--- config.mk ---
export PLATFORM = sky130hd
export DESIGN_NAME = clamped_histogram_binner_unit
export DESIGN_NICKNAME = d
export VERILOG_FILES = /design/src/sv/chb_pkg.sv /design/src/sv/clamped_histogram_binner_unit.sv /design/src/sv/chb_ram.sv
export SDC_FILE = /design/constraint.sdc
export NUM_CORES = 2
export LEC_CHECK = 0
export BUFFER_PORTS_ARGS = -buffer_cell sky130_fd_sc_hd__clkbuf_2
export CAP_MARGIN = 25
export CORE_UTILIZATION = 49
export CTS_CLUSTER_SIZE = 20
export DETAILED_ROUTE_END_ITERATION = 16
export GPL_TIMING_DRIVEN = 0
export PLACE_DENSITY = 0.61
export SYNTH_ARGS = -nofsm -noshare
export SYNTH_HDL_FRONTEND = slang
export SYNTH_SLANG_ARGS = --single-unit
--- constraint.sdc ---
create_clock -name clk -period 9.34 [get_ports clk]
set_input_delay 0.467 -clock clk [delete_from_list [all_inputs] [get_ports clk]]
set_output_delay 0.467 -clock clk [all_outputs]
set_load 0.02 [all_outputs]
--- src/sv/chb_pkg.sv ---
`timescale 1ns / 1ps
// ----------------------------------------------------------------------------
// chb_pkg
// Types and codes shared by the clamped histogram binner.
// ----------------------------------------------------------------------------
package chb_pkg;

  localparam int SAMPLE_W   = 16;
  localparam int READ_BIN_W = 6;
  localparam int BIN_NUM_W  = 6;
  localparam int TOTAL_W    = 32;
  localparam int CFG_IDX_W  = 3;
  localparam int CFG_DATA_W = 16;
  localparam int BINS_W     = 7;
  localparam int STEP_W     = 4;

  localparam int IN_TDATA_W  = 24;  // sample + read_bin, padded to bytes
  localparam int OUT_TDATA_W = 40;  // bin_number + bin_total, padded to bytes

  typedef logic [CFG_IDX_W-1:0] cfg_index_t;

  localparam cfg_index_t REG_LOWER_BOUND = 3'd0;
  localparam cfg_index_t REG_UPPER_BOUND = 3'd1;
  localparam cfg_index_t REG_BIN_WIDTH   = 3'd2;
  localparam cfg_index_t REG_BINS_IN_USE = 3'd3;

  localparam logic CMD_COUNT = 1'b0;
  localparam logic CMD_READ  = 1'b1;

  typedef enum logic [2:0] {
    ST_CLEAR,
    ST_IDLE,
    ST_DIVIDE,
    ST_PICK,
    ST_FETCH,
    ST_UPDATE
  } chb_state_t;

endpackage

--- src/sv/clamped_histogram_binner_unit.sv ---
`timescale 1ns / 1ps
// ----------------------------------------------------------------------------
// clamped_histogram_binner_unit
// Uniform-bin histogram of signed Q8.8 samples with saturating bin counts.
// ----------------------------------------------------------------------------
// One item is handled at a time and every item returns one result. A count
// item whose sample lies strictly between the bounds, with a non-zero bin
// width, goes through 16 steps of the restoring divider (one quotient bit a
// cycle), a step to clamp the bin, the bin memory read and the write-back,
// which waits for a free output register, and then back to idle to take the
// next request. A count item settled by the bounds, and a read item, skip the
// divider and the clamp. The result sits in an output register, so a new
// request is taken while it waits. After reset the bin memory is zeroed by a
// clearing pass over all MAX_BINS words during which no request is taken;
// configuration writes are accepted at all times.
// ----------------------------------------------------------------------------
module clamped_histogram_binner_unit #(
  parameter int MAX_BINS   = 64,
  parameter int COUNT_BITS = 32
) (
  input  logic                              clk,
  input  logic                              rst_n,
  // configuration
  input  logic                              cfg_valid,
  output logic                              cfg_ready,
  input  chb_pkg::cfg_index_t               cfg_index,
  input  logic [chb_pkg::CFG_DATA_W-1:0]    cfg_data,
  // requests
  input  logic                              in_tvalid,
  output logic                              in_tready,
  input  logic [chb_pkg::IN_TDATA_W-1:0]    in_tdata,   // [15:0] sample, [21:16] read_bin
  input  logic                              in_tuser,   // [0] cmd
  // results
  output logic                              out_tvalid,
  input  logic                              out_tready,
  output logic [chb_pkg::OUT_TDATA_W-1:0]   out_tdata   // [5:0] bin_number, [37:6] bin_total
);

  import chb_pkg::*;

  localparam int ADDR_W = (MAX_BINS > 1) ? $clog2(MAX_BINS) : 1;
  localparam logic [ADDR_W-1:0]     LAST_ADDR = ADDR_W'(MAX_BINS - 1);
  localparam logic [COUNT_BITS-1:0] COUNT_MAX = '1;

  // configuration registers
  logic signed [SAMPLE_W-1:0] lower_r;
  logic signed [SAMPLE_W-1:0] upper_r;
  logic [SAMPLE_W-1:0]        width_r;
  logic [BINS_W-1:0]          bins_r;

  // control
  chb_state_t        state_r, state_nxt;
  logic [ADDR_W-1:0] clr_cnt_r, clr_cnt_nxt;
  logic              is_read_r, is_read_nxt;
  logic              oor_r, oor_nxt;
  logic [ADDR_W-1:0] addr_r, addr_nxt;
  logic [BIN_NUM_W-1:0] num_r, num_nxt;
  logic [SAMPLE_W-1:0]  rem_r, rem_nxt;
  logic [SAMPLE_W-1:0]  quo_r, quo_nxt;
  logic [STEP_W-1:0]    step_r, step_nxt;
  logic                 out_valid_r, out_valid_nxt;
  logic [BIN_NUM_W-1:0] out_num_r, out_num_nxt;
  logic [TOTAL_W-1:0]   out_total_r, out_total_nxt;

  // memory port
  logic                  ram_we;
  logic [ADDR_W-1:0]     ram_waddr;
  logic [COUNT_BITS-1:0] ram_wdata;
  logic [COUNT_BITS-1:0] ram_rdata;

  // datapath
  logic signed [SAMPLE_W-1:0] in_sample;
  logic [READ_BIN_W-1:0]      in_read_bin;
  logic                       in_cmd;
  logic [SAMPLE_W:0]          offset;
  logic [ADDR_W-1:0]          last_bin;
  logic [SAMPLE_W:0]          trial;
  logic [SAMPLE_W:0]          trial_diff;
  logic                       trial_ok;
  logic [COUNT_BITS-1:0]      count_inc;
  logic                       out_free;

  assign in_sample   = signed'(in_tdata[SAMPLE_W-1:0]);
  assign in_read_bin = in_tdata[SAMPLE_W +: READ_BIN_W];
  assign in_cmd      = in_tuser;

  assign cfg_ready  = 1'b1;
  assign in_tready  = (state_r == ST_IDLE);
  assign out_tvalid = out_valid_r;
  assign out_tdata  = {(OUT_TDATA_W - TOTAL_W - BIN_NUM_W)'(0), out_total_r, out_num_r};
  assign out_free   = !out_valid_r || out_tready;

  // last active bin: zero bins acts as one, too many acts as MAX_BINS
  always_comb begin
    if (bins_r == '0) begin
      last_bin = '0;
    end else if (32'(bins_r) > 32'(MAX_BINS)) begin
      last_bin = LAST_ADDR;
    end else begin
      last_bin = ADDR_W'(bins_r - BINS_W'(1));
    end
  end

  assign offset = {in_sample[SAMPLE_W-1], in_sample} - {lower_r[SAMPLE_W-1], lower_r};

  // one restoring divide step
  assign trial      = {rem_r, quo_r[SAMPLE_W-1]};
  assign trial_diff = trial - {1'b0, width_r};
  assign trial_ok   = !trial_diff[SAMPLE_W];

  assign count_inc = (ram_rdata == COUNT_MAX) ? ram_rdata : ram_rdata + COUNT_BITS'(1);

  always_ff @(posedge clk) begin
    if (!rst_n) begin
      lower_r <= '0;
      upper_r <= 16'sd32767;
      width_r <= 16'd512;
      bins_r  <= 7'd64;
    end else if (cfg_valid && cfg_ready) begin
      case (cfg_index)
        REG_LOWER_BOUND: lower_r <= signed'(cfg_data);
        REG_UPPER_BOUND: upper_r <= signed'(cfg_data);
        REG_BIN_WIDTH:   width_r <= cfg_data;
        REG_BINS_IN_USE: bins_r  <= cfg_data[BINS_W-1:0];
        default: ;
      endcase
    end
  end

  always_ff @(posedge clk) begin
    if (!rst_n) begin
      state_r     <= ST_CLEAR;
      clr_cnt_r   <= '0;
      out_valid_r <= 1'b0;
    end else begin
      state_r     <= state_nxt;
      clr_cnt_r   <= clr_cnt_nxt;
      out_valid_r <= out_valid_nxt;
    end
  end

  always_ff @(posedge clk) begin
    is_read_r   <= is_read_nxt;
    oor_r       <= oor_nxt;
    addr_r      <= addr_nxt;
    num_r       <= num_nxt;
    rem_r       <= rem_nxt;
    quo_r       <= quo_nxt;
    step_r      <= step_nxt;
    out_num_r   <= out_num_nxt;
    out_total_r <= out_total_nxt;
  end

  always_comb begin
    state_nxt     = state_r;
    clr_cnt_nxt   = clr_cnt_r;
    is_read_nxt   = is_read_r;
    oor_nxt       = oor_r;
    addr_nxt      = addr_r;
    num_nxt       = num_r;
    rem_nxt       = rem_r;
    quo_nxt       = quo_r;
    step_nxt      = step_r;
    out_valid_nxt = out_valid_r;
    out_num_nxt   = out_num_r;
    out_total_nxt = out_total_r;
    ram_we        = 1'b0;
    ram_waddr     = addr_r;
    ram_wdata     = '0;

    if (out_valid_r && out_tready) begin
      out_valid_nxt = 1'b0;
    end

    case (state_r)
      ST_CLEAR: begin
        ram_we      = 1'b1;
        ram_waddr   = clr_cnt_r;
        clr_cnt_nxt = clr_cnt_r + ADDR_W'(1);
        if (clr_cnt_r == LAST_ADDR) begin
          state_nxt = ST_IDLE;
        end
      end

      ST_IDLE: begin
        if (in_tvalid) begin
          is_read_nxt = (in_cmd == CMD_READ);
          oor_nxt     = 1'b0;
          if (in_cmd == CMD_READ) begin
            oor_nxt   = 32'(in_read_bin) >= 32'(MAX_BINS);
            addr_nxt  = ADDR_W'(in_read_bin);
            num_nxt   = in_read_bin;
            state_nxt = ST_FETCH;
          end else if (in_sample <= lower_r) begin
            addr_nxt  = '0;
            num_nxt   = '0;
            state_nxt = ST_FETCH;
          end else if (in_sample >= upper_r || width_r == '0) begin
            addr_nxt  = last_bin;
            num_nxt   = BIN_NUM_W'(last_bin);
            state_nxt = ST_FETCH;
          end else begin
            rem_nxt   = '0;
            quo_nxt   = offset[SAMPLE_W-1:0];
            step_nxt  = '0;
            state_nxt = ST_DIVIDE;
          end
        end
      end

      ST_DIVIDE: begin
        rem_nxt  = trial_ok ? trial_diff[SAMPLE_W-1:0] : trial[SAMPLE_W-1:0];
        quo_nxt  = {quo_r[SAMPLE_W-2:0], trial_ok};
        step_nxt = step_r + STEP_W'(1);
        if (step_r == '1) begin
          state_nxt = ST_PICK;
        end
      end

      ST_PICK: begin
        // clamp a quotient that overshoots the last active bin
        if (quo_r > 16'(last_bin)) begin
          addr_nxt = last_bin;
        end else begin
          addr_nxt = ADDR_W'(quo_r);
        end
        num_nxt   = BIN_NUM_W'(addr_nxt);
        state_nxt = ST_FETCH;
      end

      ST_FETCH: begin
        state_nxt = ST_UPDATE;
      end

      ST_UPDATE: begin
        // hold the result until the output register is free
        if (out_free) begin
          out_valid_nxt = 1'b1;
          out_num_nxt   = num_r;
          if (is_read_r) begin
            out_total_nxt = oor_r ? '0 : TOTAL_W'(ram_rdata);
          end else begin
            ram_we        = 1'b1;
            ram_wdata     = count_inc;
            out_total_nxt = TOTAL_W'(count_inc);
          end
          state_nxt = ST_IDLE;
        end
      end

      default: begin
        state_nxt = ST_IDLE;
      end
    endcase
  end

  chb_ram #(
    .WIDTH(COUNT_BITS),
    .DEPTH(MAX_BINS)
  ) u_bin_ram (
    .clk   (clk),
    .we    (ram_we),
    .waddr (ram_waddr),
    .wdata (ram_wdata),
    .raddr (addr_r),
    .rdata (ram_rdata)
  );

endmodule

--- src/sv/chb_ram.sv ---
`timescale 1ns / 1ps
// ----------------------------------------------------------------------------
// chb_ram
// Single-port-write, single-port-read RAM with a registered read.
// ----------------------------------------------------------------------------
module chb_ram #(
  parameter int WIDTH = 32,
  parameter int DEPTH = 64
) (
  input  logic                                    clk,
  input  logic                                    we,
  input  logic [((DEPTH > 1) ? $clog2(DEPTH) : 1)-1:0] waddr,
  input  logic [WIDTH-1:0]                        wdata,
  input  logic [((DEPTH > 1) ? $clog2(DEPTH) : 1)-1:0] raddr,
  output logic [WIDTH-1:0]                        rdata
);

  logic [WIDTH-1:0] mem [DEPTH];

  always_ff @(posedge clk) begin
    if (we) begin
      mem[waddr] <= wdata;
    end
    rdata <= mem[raddr];
  end

endmodule

After elaboration in Yosys (flattened, before gate mapping)
Memories as Yosys holds them, arrays and structs flattened. A register that Yosys moved wholly into a read port is not among the register bits.
Cells that the tools add are included.
{ "totals": {"register_bits": 146, "inputBits": 49, "memories": 1, "mem_bits_rw": 2048, "rom_bits": 0, "latchBits": 0, "elab_cells": 110} }
{ "mem_list": {"columns": ["name", "words", "word_bits", "read_ports", "rd_clocked_by_memory_dff", "wr", "line_no", "text"], "rows": [
  ["u_bin_ram.mem", 64, 32, 1, 1, 1, "chb_ram.sv:18", "logic [WIDTH-1:0] mem [DEPTH];"]
]} }
{ "classes": {"n_lt_le_gt_ge": 4, "reduce_logical": 20, "mul": 0, "mux": 46, "n_div": 0, "shift": 0, "n_eq_ne": 19, "bitwise": 0, "add_sub_neg": 6} }
{ "op_table": {"columns": ["cell", "n"], "rows": [
  ["$mux W32", 5],
  ["$mux W16", 9],
  ["$pmux W16 S2", 2],
  ["$mux W6", 8],
  ["$add A32 B1 Y32 const B", 1],
  ["$eq A32 B32 Y1 const B", 1],
  ["$mux W3", 7],
  ["$pmux W3 S6", 1],
  ["$sub A17 B16 Y17", 1],
  ["$ge A16 B16 Y1", 1],
  ["$gt A16 B6 Y1", 1],
  ["$le A16 B16 Y1", 1],
  ["$logic_not A16 Y1", 1],
  ["$mux W4", 4],
  ["$sub A16 B16 Y16", 1],
  ["$ne A2 B2 Y1 const B", 7],
  ["$eq A3 B2 Y1 const B", 4],
  ["$pmux W6 S2", 1],
  ["$reduce_and A2 Y1", 6],
  ["$pmux W4 S2", 1],
  ["$gt A7 B7 Y1 const B", 1],
  ["$logic_not A7 Y1", 1],
  ["$mux W1", 7],
  ["$add A6 B1 Y6 const B", 1],
  ["other kinds (16)", 22]
]} }

Logic depth before layout (Yosys ltp)
{ "logic_depth": {"ltp_word": 8, "mapped_depth": 17} }

Modules after synthesis
From an unflattened synthesis, not the netlist that was laid out.
{ "unflattened": {"cells_unflattened": 4394, "area_unflattened_um2": 87928.1} }
{ "modules_own_cells": {"columns": ["module", "n_inst", "seq_area_each_um2", "area_per_inst_um2", "cells_per_inst"], "rows": [
  ["chb_ram", 1, 62139.6, 78515.3, 3324],
  ["clamped_histogram_binner_unit", 1, 3733.6, 9412.8, 1070]
]} }

Worst setup path before layout
OpenSTA, ideal clock, no wires.
{ "synth_path": {"kind": "input to register", "startpoint": "in in_tdata[0] (netlist bit)", "endpoint": "reg quo_r[0], enable pin", "t_arrival_ns": 4.975, "stages": 13, "setup_slack_ns": 3.886, "required_ns": 8.861, "cell_sequence": "inv_1 ha_1 inv_1 fa_1 a21o_1 a21oi_1 nor2b_1 o21ai_0 a21oi_1 a21oi_1 a211o_1 or3_1 o21ai_0"} }
{ "synth_between": {"elab_chain_cells": 4, "word_cells_on_any_way": 6, "classes_between": "order compare: 2; eq/ne: 2; reduce/logical: 2"} }
{ "synth_rtl": {"columns": ["element", "line_no", "text"], "rows": [
  ["from (decl)", "clamped_histogram_binner_unit.sv:31", "input logic [chb_pkg::IN_TDATA_W-1:0] in_tdata,"],
  ["$ge A16 B16 Y1", "clamped_histogram_binner_unit.sv:198", "end else if (in_sample >= upper_r || width_r == '0) begin"],
  ["$logic_or A1 B1 Y1", "clamped_histogram_binner_unit.sv:198", null],
  ["$ne A2 B2 Y1 (no source line)", null, null],
  ["$reduce_and A5 Y1 (no source line) (*)", null, null],
  ["to (signal assigned)", "clamped_histogram_binner_unit.sv:148", "quo_r <= quo_nxt;"],
  ["to (decl)", "clamped_histogram_binner_unit.sv:59", "logic [SAMPLE_W-1:0] quo_r, quo_nxt;"]
]} }
Mark *: on every way between the ends. The rest lies on a longest branch, timed or not.
A chain may end at the register's enable or synchronous reset.

==> flow_metrics.py <==
metrics = {
    "worst_hold_path": {
        "hold_depth": 5,
        "hp-class": "primary input to register",
        "hold_path_end": "upper_r[0]",
        "hp-start": "cfg_index[1]",
    },
    "critical_path": {
        "r2r_end": "u_bin_ram.mem[24][15]",
        "worstSetupStartpointType": "register",
        "required_ns": 9.89,
        "cp_max_fo": 19,
        "rrSetupSlack_ns": 3.34,
        "worstRegToRegCells": 9,
        "path_class": "register to register",
        "crit_path_end_kind": "register",
        "cp.arrival_ns": 6.54,
        "r2r-start": "num_r[4]",
    },
    "clock_network": {
        "root_buffer": "clkbuf_16",
        "cts_sinks": 2226,
        "clkTransAtPathRegs_ns": 0.06,
        "cts_buffers": 220,
        "cts_resized": 0,
        "clk_path_buf_depth": 3,
        "htree_levels": 4,
        "cts_tree": "yes",
        "clock_latency_ns": 0.88,
    },
    "floorplan": {
        "fp.dieW_um": 424.7,
        "die-height_um": 424.7,
        "start_util_pct": 49.50,
        "io_pins": 92,
        "coreArea_um2": 176900,
        "die_area_um2": 180400,
        "std_cell_rows": 154,
    },
    "pwr": {
        "p_int_mw": 15.87,
        "combPwrFrac_pct": 1.4,
        "p_sw_share_pct": 20.20,
        "seq_power_share_pct": 54.6,
        "power.switching_mw": 4.018,
        "p_clk_share_pct": 44.1,
        "power_leakage_nw": 35.62,
        "p_per_area_nw_per_um2": 194.9,
        "peakVddDrop_v": 0.0002082,
    },
    "global_route": {
        "grt_overflow": 0,
        "grt_usage_pct": 26.33,
        "grt_max_degree": 49,
        "first_global_vias": 44530,
        "grt_pass1_wl_um": 330900,
        "antenna_found_initial": 7,
    },
    "synth": {
        "syn_inst": 4092,
        "ys_seq_area_share_pct": 75.23,
        "synth_edf_count": 2129,
        "ys.flop_type": "edfxtp_1",
        "async_flop_share_pct": 0,
        "yosysWarnings": 0,
        "ys_seq_elements": 2226,
        "synth_cell_type_count": 62,
        "syn_area_um2": 87570,
        "postSynthAreaPerCell_um2": 21.40,
    },
    "placement": {
        "io_buffer_count": 85,
        "dp_cells": 6653,
        "gp_congestion": 0.8685,
        "hpwlAfterDp_um": 160300,
    },
    "timing": {
        "setup_viol": 0,
        "fmax_ghz": 0.1667,
        "rsz0062_at_grt": "false",
        "worst_pin_slew_ns": 1.156,
        "finClkSkew_ns": 0.04648,
        "fin_tns_setup_ns": 0,
        "final.period_utilization_pct": 64.21,
        "post-route-min-period_ns": 5.998,
        "drv_slew": 0,
        "finalHoldViolCount": 0,
        "slew_headroom_pct": 22.96,
        "hold_ws_ns": 0.08910,
    },
    "run_status": {
        "status": "complete, no violations",
    },
    "drt": {
        "drc": 0,
        "wl_per_cell_um": 33.07,
        "drt_iter0_markers": 5696,
        "num_vias": 44230,
        "top_layer": "met5",
        "drt-total-wl_um": 234600,
        "via_per_inst": 6.235,
        "wirelength_met1_um": 95140,
        "dr_wl_met3_um": 20890,
        "ant_nets": 0,
        "wl_met2_um": 109100,
        "dr.pass1.iters": 8,
    },
    "layout": {
        "utilization_pct": 57.68,
        "drive_above_1_share_pct": 29.04,
        "area_growth_pct": 16.52,
        "final_cell_count_no_fill": 7095,
        "fillers": 12830,
        "nets": 4677,
    },
    "run": {
        "max_cap_viol_count": 0,
    },
}
[power by group through the flow]
| stage | sequential, mW | clock (mW) | combinational (mW) |
|---|---|---|---|
| 5_1_grt | 10.9 | 9.24 | 0.290 |
| 3_5_place_dp | 11.1 | 0 | 0.259 |
| 3_3_place_gp | 11.1 | 0 | 0.227 |
| 4_1_cts | 10.9 | 8.87 | 0.270 |
| 2_1_floorplan | 11.1 | 0 | 0.147 |
| 6_report | 10.9 | 8.77 | 0.271 |
[critical path: stages (launching register included)]
cell and delay (ns):
edfxtp_1 0.39, clkbuf_1 0.74, clkbuf_1 0.85, clkbuf_1 0.92, buf_1 0.76, nand3b_1 0.15, nand2_1 0.14, nand2_1 0.45
nor2_4 0.98, buf_16 0.25
[cells in the final DEF (no fill, tap or decap), types with 20 or more instances in the layout]
cell type,Yosys,layout
nand2_1,183,183
clkinv_2,0,44
buf_2,49,49
buf_16,0,39
clkbuf_1,123,157
clkbuf_2,0,86
nor3_1,29,29
edfxtp_1,2129,2129
ha_1,59,59
a21oi_1,80,76
bufinv_16,0,20
nor2_1,166,74
mux4_2,664,664
buf_12,0,77
nand4_1,21,21
dfxtp_1,97,97
xnor2_1,45,45
xor2_1,46,46
o21ai_0,46,45
buf_1,25,25
clkinv_1,0,53
dlygate4sd3_1,0,26
mux2i_1,24,24
nor2_4,0,92
nand3_1,34,34
buf_8,0,21
clkbuf_16,0,222
inv_1,72,72
[timing repair]
item,in CTS,in global routing
endpoints found under the hold margin,64,0
endpoints found under the setup margin,0,0
setup buffers,0,0
hold buffers,26,0
[worst max-delay path by stage]
stage / start / end / slack (ns) / cells after the start
3_3_place_gp: out_tready / u_bin_ram.mem[36][15] / 0.62 / 7
2_1_floorplan: in_tdata[0] / quo_r[0] / 3.89 / 13
5_1_grt: num_r[4] / u_bin_ram.mem[24][4] / 3.37 / 9
4_1_cts: num_r[4] / u_bin_ram.mem[24][4] / 3.54 / 9
3_5_place_dp: num_r[4] / u_bin_ram.mem[24][18] / 3.55 / 9
6_report: num_r[4] / u_bin_ram.mem[24][15] / 3.34 / 9
[metal layers]
metal  track usage [%]  vias to the layer above
li1                  -                    17960
met1             37.79                    23640
met2             40.33                     2208
met3             5.075                      421
met4             10.05                        2
met5                 0                        -
[state kept, by name, indices dropped and copies added, names as in the netlist]
signal / cells
out_total_r: 32
lower_r: 16
is_read_r: 1
num_r: 6
out_num_r: 6
upper_r: 16
u_bin_ram.rdata: 32
step_r: 4
state_r: 3
quo_r: 16
bins_r: 7
rem_r: 16
width_r: 16
out_tvalid: 1
u_bin_ram.mem: 2048
clr_cnt_r: 6
[cells in the mapped netlist, types with 2 or more instances]
library cell | number | area [um2]
edfxtp_1 | 2129 | 63930
mux4_2 | 664 | 14950
nand2_1 | 183 | 686.9
nor2_1 | 166 | 623.1
clkbuf_1 | 123 | 461.7
dfxtp_1 | 97 | 1942
a21oi_1 | 80 | 400.4
inv_1 | 72 | 270.3
ha_1 | 59 | 738.2
buf_2 | 49 | 245.2
o21ai_0 | 46 | 230.2
xor2_1 | 46 | 402.9
xnor2_1 | 45 | 394.1
nand3_1 | 34 | 170.2
nor3_1 | 29 | 145.1
buf_1 | 25 | 93.84
mux2i_1 | 24 | 240.2
nand4_1 | 21 | 131.4
a21o_1 | 18 | 135.1
o211ai_1 | 17 | 127.6
or3_1 | 17 | 106.4
nand2b_1 | 16 | 100.1
nor2b_1 | 12 | 75.07
o21a_1 | 10 | 75.07
and3_1 | 9 | 56.30
mux2_2 | 9 | 101.4
nand3b_1 | 9 | 67.56
nor4_1 | 9 | 56.30
a211oi_1 | 6 | 45.04
and2_1 | 6 | 37.54
buf_4 | 6 | 45.04
a22oi_1 | 5 | 37.54
a31oi_1 | 4 | 25.02
and4_1 | 4 | 35.03
nor3b_1 | 4 | 30.03
o31ai_1 | 4 | 30.03
or2_2 | 4 | 25.02
nor3_2 | 3 | 30.03
conb_1 | 2 | 7.510
fa_1 | 2 | 40.04
maj3_1 | 2 | 20.02
o21bai_1 | 2 | 15.01
[final cells by class]
class                   instances  area (um2)  area share (%)
well taps                    2340        2928           2.869
repair buffers                252        3654           3.581
plain buffers                 204       858.3          0.8412
clock buffers                 259        5714           5.600
multi-input cells            1591       21320           20.89
inverters                      72       270.3          0.2649
clock inverters               145        1404           1.376
flip-flops and latches       2226       65870           64.56
diodes                          6       15.01         0.01472
[through the flow]
| step | setup slack [ns] | cell area (um2) | power, mW |
|---|---|---|---|
| detailed placement | 3.546 | 94560 | 11.32 |
| finish | 3.342 | 102000 | 19.89 |
| CTS | 3.535 | 101900 | 19.99 |
| global route | 3.369 | 102000 | 20.38 |
| global placement | 0.6228 | 90920 | 11.30 |
| floorplan | 3.886 | 87570 | 11.21 |
[logic make-up after synthesis]
group                      synth area share [%]
AOI/OAI and AO/OA                         1.443
other                                  0.008576
xor gates and xnor gates                 0.9102
adders and majority gates                0.9116
muxes                                     17.48
DFF                                       75.23
buffers and inverters                     1.287
and+or+nand+nor                           2.731
No activity file was read; power rests on OpenSTA's default activity.
